$ cat src/sv/cmm_pkg.sv
// ----------------------------------------------------------------------------
// cmm_pkg: shared types and constants
// Address map constants, item and state types for the memory map block.
// ----------------------------------------------------------------------------
package cmm_pkg;

  localparam int unsigned RAM_BYTES    = 4194304;
  localparam int unsigned RAM_AW       = $clog2(RAM_BYTES);
  localparam int unsigned SP_MEM_BYTES = 4096;
  localparam int unsigned SP_AW        = $clog2(SP_MEM_BYTES);
  localparam int unsigned ROM_BYTES    = 16777216;
  localparam int unsigned ROM_AW       = $clog2(ROM_BYTES);
  localparam int unsigned DMA_LEN_BITS = 24;

  localparam logic [31:0] PHYS_MASK = 32'h1FFF_FFFF;
  localparam logic [31:0] RCR_BASE  = 32'h03F0_0000;
  localparam logic [31:0] SPD_BASE  = 32'h0400_0000;
  localparam logic [31:0] SPI_BASE  = 32'h0400_1000;
  localparam logic [31:0] MI_BASE   = 32'h0430_0000;
  localparam logic [31:0] PI_BASE   = 32'h0460_0000;
  localparam logic [31:0] RI_BASE   = 32'h0470_0000;
  localparam int unsigned RCR_LEN   = 40;
  localparam int unsigned MI_LEN    = 16;
  localparam int unsigned PI_LEN    = 52;
  localparam int unsigned RI_LEN    = 32;
  localparam logic [5:0]  PI_LEN_IDX = 6'd15;

  localparam logic [1:0] ST_OK   = 2'd0;
  localparam logic [1:0] ST_PHYS = 2'd1;
  localparam logic [1:0] ST_SEG  = 2'd2;

  localparam logic [1:0] CFG_ORDER = 2'd0;
  localparam logic [1:0] CFG_SIZE  = 2'd1;

  typedef enum logic [1:0] {
    CMD_READ  = 2'd0,
    CMD_WRITE = 2'd1,
    CMD_LOAD  = 2'd2,
    CMD_NONE  = 2'd3
  } cmd_e;

  typedef enum logic [3:0] {
    R_NONE, R_RAM, R_RCR, R_SPD, R_SPI, R_MI, R_PI, R_RI, R_ROM
  } region_e;

  typedef enum logic [3:0] {
    S_IDLE, S_BYTE, S_RWAIT, S_DSET, S_DREAD, S_DWRITE, S_STEP, S_LOAD, S_DONE
  } state_e;

  typedef struct packed {
    cmd_e        cmd;
    logic [31:0] addr;
    logic [1:0]  size;
    logic [63:0] wdata;  // first byte in bits 63:56
    logic        sext;
  } item_t;

endpackage

$ cat src/sv/cmm_front.sv
// ----------------------------------------------------------------------------
// cmm_front: command intake
// Accepts commands, aligns write data and queues items for the engine.
// ----------------------------------------------------------------------------
module cmm_front import cmm_pkg::*; (
  input  logic        clk_i,
  input  logic        rst_ni,
  input  logic        start_i,
  input  logic [1:0]  command_i,
  input  logic [31:0] address_i,
  input  logic [1:0]  access_size_i,
  input  logic [63:0] write_data_i,
  input  logic        sign_extend_i,
  output logic        busy_o,
  output logic        avail_o,
  output item_t       item_o,
  input  logic        pop_i
);

  item_t      fifo_q [2];
  logic       wr_q, wr_d, rd_q, rd_d;
  logic [1:0] cnt_q, cnt_d;
  logic       push;
  item_t      in_item;

  assign busy_o  = (cnt_q == 2'd2);
  assign avail_o = (cnt_q != 2'd0);
  assign item_o  = fifo_q[rd_q];
  assign push    = start_i && !busy_o;

  always_comb begin
    in_item.cmd  = cmd_e'(command_i);
    in_item.addr = address_i;
    in_item.size = access_size_i;
    in_item.sext = sign_extend_i;
    if (cmd_e'(command_i) == CMD_LOAD) begin
      // A load stores only the low byte of the write data, whatever the size.
      in_item.wdata = write_data_i << 56;
    end else begin
      unique case (access_size_i)
        2'd0:    in_item.wdata = write_data_i << 56;
        2'd1:    in_item.wdata = write_data_i << 48;
        2'd2:    in_item.wdata = write_data_i << 32;
        default: in_item.wdata = write_data_i;
      endcase
    end
  end

  always_comb begin
    wr_d  = push ? ~wr_q : wr_q;
    rd_d  = (pop_i && avail_o) ? ~rd_q : rd_q;
    cnt_d = cnt_q + 2'(push) - 2'(pop_i && avail_o);
  end

  always_ff @(posedge clk_i or negedge rst_ni) begin
    if (!rst_ni) begin
      wr_q  <= 1'b0;
      rd_q  <= 1'b0;
      cnt_q <= 2'd0;
    end else begin
      wr_q  <= wr_d;
      rd_q  <= rd_d;
      cnt_q <= cnt_d;
    end
  end

  always_ff @(posedge clk_i) begin
    if (push) begin
      fifo_q[wr_q] <= in_item;
    end
  end

endmodule

$ cat config.mk
export PLATFORM = sky130hd
export DESIGN_NAME = cmm_front
export DESIGN_NICKNAME = d
export VERILOG_FILES = /design/src/sv/cmm_pkg.sv /design/src/sv/cmm_front.sv
export SDC_FILE = /design/constraint.sdc
export NUM_CORES = 1
export LEC_CHECK = 0
export BUFFER_PORTS_ARGS = -buffer_cell sky130_fd_sc_hd__buf_2
export CAP_MARGIN = 20
export CORE_MARGIN = 2
export CORE_UTILIZATION = 55
export DETAILED_ROUTE_END_ITERATION = 10
export GPL_ROUTABILITY_DRIVEN = 0
export HOLD_SLACK_MARGIN = 0.03
export MAX_ROUTING_LAYER = met4
export PLACE_DENSITY = 0.82
export SKIP_LAST_GASP = 1
export SLEW_MARGIN = 40
export SYNTH_ARGS = -nofsm -noshare
export SYNTH_HDL_FRONTEND = slang
export SYNTH_SLANG_ARGS = --single-unit
$ cat constraint.sdc
create_clock -name clk_i -period 14.1 [get_ports clk_i]
set_input_delay 2.115 -clock clk_i [delete_from_list [all_inputs] [get_ports clk_i]]
set_output_delay 2.115 -clock clk_i [all_outputs]
set_load 0.02 [all_outputs]
==> summary.md <==
| Metric | Value |
|---|---|
| Status | completed |
| Actual slew at the worst max-slew pin | ~0.76 ns |
| Leak Pwr | 4.139 nW |
| Most frequent cells in the layout | buf_2, edfxtp_1, mux2_2 |
| Share of cells above drive strength 1 | between 50% and 60% |
| Die Y-Extent | 129.3 um |
| Vias in the first global route | a little over 5000 |
| Antenna viol nets, final | 0 |
| Overflow after GRT | 0 |
| Hold Path Class | flip-flop to flip-flop |
| Die W | between 100 and 150 um |
| FILL cells | 1072 |
| Post-DP HPWL | around 12 mm |
| Post-CTS Setup Repair Bufs | 0 |
| Crit path launch type | flip-flop |
| Hold Slack | 0.4999 ns |
| Synth top area share | 70.26% |
| Clock Sinks | 206 |
| Antenna violations before repair | 0 |
| Largest net degree at the start of global routing | 84 |
| CTS Hold Bufs | 0 |
| Site Rows | 45 |
| Internal | approximately 1.4 mW |
| Wirelength per Cell | about 20 um |
| Clock latency on the worst-skew pair | 0.49 ns |
| Mapped Cells | 494 |
| Layout Utilization | around two thirds |
| Synth-to-Final Area Change | 20.23% |
| Slew Viols, Final | 0 |
| Slowest-stage cell, CP | dfrtp_4 |
| Relative slew slack | between 40% and 50% |
| Residual DRC | 0 |
| Total track usage | between 20 and 25% |
| RSZ-0062 raised after global routing | false |
| Critical path arrival | 2.70 ns |
| Largest area contributor in the netlist | edfxtp_1 |
| Cell Pwr Density | 201.1 nW/um^2 |
| Max-Cap Viols | 0 |
| Combinational share of power | 32.6% |
| Clk_skew | 0.01015 ns |
| Switch share | 32.70% |
| Core area | 15260 um^2 |
| Dpl ws | approximately 9.8 ns |
| CP Class | flip-flop to primary output |
| Psw | between 600 and 700 uW |
| Final cell count without fillers | 920 |
| Initial core utilization | 56.58% |
| First-pass GRT wire length | between 20 and 30 mm |
| Clk buf depth | 3 |
| PnR worst setup slack | 9.286 ns |
| Final WL | about 18 mm |
| Critical Path RT | approximately 12 ns |
| Seq/Total Area, Yosys | 71.42% |
| VDD IR-drop max | 0.1013 mV |
| Vias per inst | 5.411 |
| Flop pwr share | a little over two fifths |
| WP buf/inv | 2 |
| Hold Vio Cnt, Final | 0 |
| Antenna cell count | 0 |
| IO Pins | 208 |
| Count of cell types in the netlist | 29 |
| Dpl cells | 885 |
| CTS tree | yes |
| Max FO, Critical Path | 53 |
| Synth Register Bits | approximately 200 |
| Post-CTS resize count | 0 |
| Crit path max-delay family | flip-flops |
| Final Critical Period | 4.814 ns |
| Setup slack, reg-to-reg | approximately 12 ns |
| Crit path largest cell delay | 0.85 ns |
| Setup_tns | 0 ns |
| Mapped Avg Cell Area | 17.48 um^2 |
| Max Fclk | around 210 MHz |
| NumNets Final | 805 |
| Cell area after synthesis | about 8600 um^2 |
| CP Capture Type | primary output |
| Port bufs | ~210 |
| # H-tree levels | 1 |
| Crit share post-route | 34.14% |
| Commonest non-fill, non-tap cell in the layout | buf_2 |
| CP Cell Sequence | buf_4 > mux2_2 > buf_2 |
| Total die area | between 15000 and 20000 um^2 |
| Synthesis warning total | 0 |
| Clock power share | between 20% and 30% |
| Clock root buffer | clkbuf_16 |
| Syn Nets | between 600 and 700 |
| DR pass1 iterations | 5 |
| Top post-synthesis cells by area | edfxtp_1, mux2_2, mux2i_1 |
| Drt initial violations | approximately 330 |
| Final setup fails | 0 |
| Detailed-route via count | 4978 |
| Clk slew on worst S/H paths | 0.05 ns |
| Num CTS Buffers | 22 |
cells by family after synthesis:
group / count (synthesis) / synth area share [%]
simple gates: 83 / 5.000
compound gates: 24 / 2.551
xor+xnor: 4 / 0.4059
flops: 206 / 71.42
mux: 133 / 17.17
fa+ha+maj: 2 / 0.2898
buf+inv: 42 / 3.159
through the flow:
| stage | power (mW) | cell area, um^2 |
|---|---|---|
| CTS | 2.113 | 10380 |
| global route | 2.179 | 10380 |
| detailed placement | 1.604 | 9752 |
| floorplan | 1.401 | 8633 |
| global placement | 1.585 | 9752 |
| finish | 2.088 | 10380 |
metal layers:
layer  global-route usage [%]  up-vias  routed length, um
li1                         -     2317                  -
met1                    29.22     2427               7656
met2                    35.51      209               8735
met3                    4.170       25               1292
met4                    5.691        0                327
met5                        -        -                  0
state kept, by name (all words and copies together) (netlist names):
name / count
rd_q: 1
fifo_q: 202
cnt_q: 2
wr_q: 1
path summary, 6_finish.rpt:
path | start | endpoint | cells past startpoint
worst max-delay path | rd_q | item_o[51] | 3
worst min-delay path | cnt_q[1] | cnt_q[1] | 1
worst max register to register | cnt_q[1] | fifo_q[1][32] | 3
worst min register to register | cnt_q[1] | cnt_q[1] | 1
max in group asynchronous | rst_ni | rd_q | 1
min in group asynchronous | rst_ni | cnt_q[0] | 1
cell usage after synthesis:
master,number
edfxtp_1,202
clkbuf_1,4
inv_1,10
and2_4,1
mux2_2,105
mux2_4,4
o221a_2,7
xnor2_1,3
nand2b_4,1
buf_4,10
and2_1,1
o221a_1,1
nand3_1,8
ha_1,2
xor2_1,1
a22oi_2,4
dfrtp_1,4
nor2_1,33
a31oi_1,8
a22oi_1,4
mux2i_1,24
or2_2,1
buf_6,9
nand2b_1,1
and3_1,33
buf_2,8
nor2b_1,2
buf_1,1
nand2_1,2
power by group through the flow:
| stage | registers (mW) | clock network [mW] | logic (mW) |
|---|---|---|---|
| after global placement | 0.909 | 0 | 0.676 |
| after CTS | 0.907 | 0.515 | 0.691 |
| final | 0.904 | 0.502 | 0.681 |
| after floorplan | 0.893 | 0 | 0.508 |
| after global routing | 0.919 | 0.537 | 0.723 |
| after detailed placement | 0.919 | 0 | 0.685 |
cell type report:
cell class	instances	area (um^2)	area share, %
clock inverters	7	30.03	0.2893
clock buffers	28	594.3	5.726
inverters	10	37.54	0.3616
repair buffers	212	1077	10.38
well taps	211	264.0	2.543
multi-input cells	246	2207	21.26
flip-flops and latches	206	6170	59.44
(Power assumes the default switching activity.)
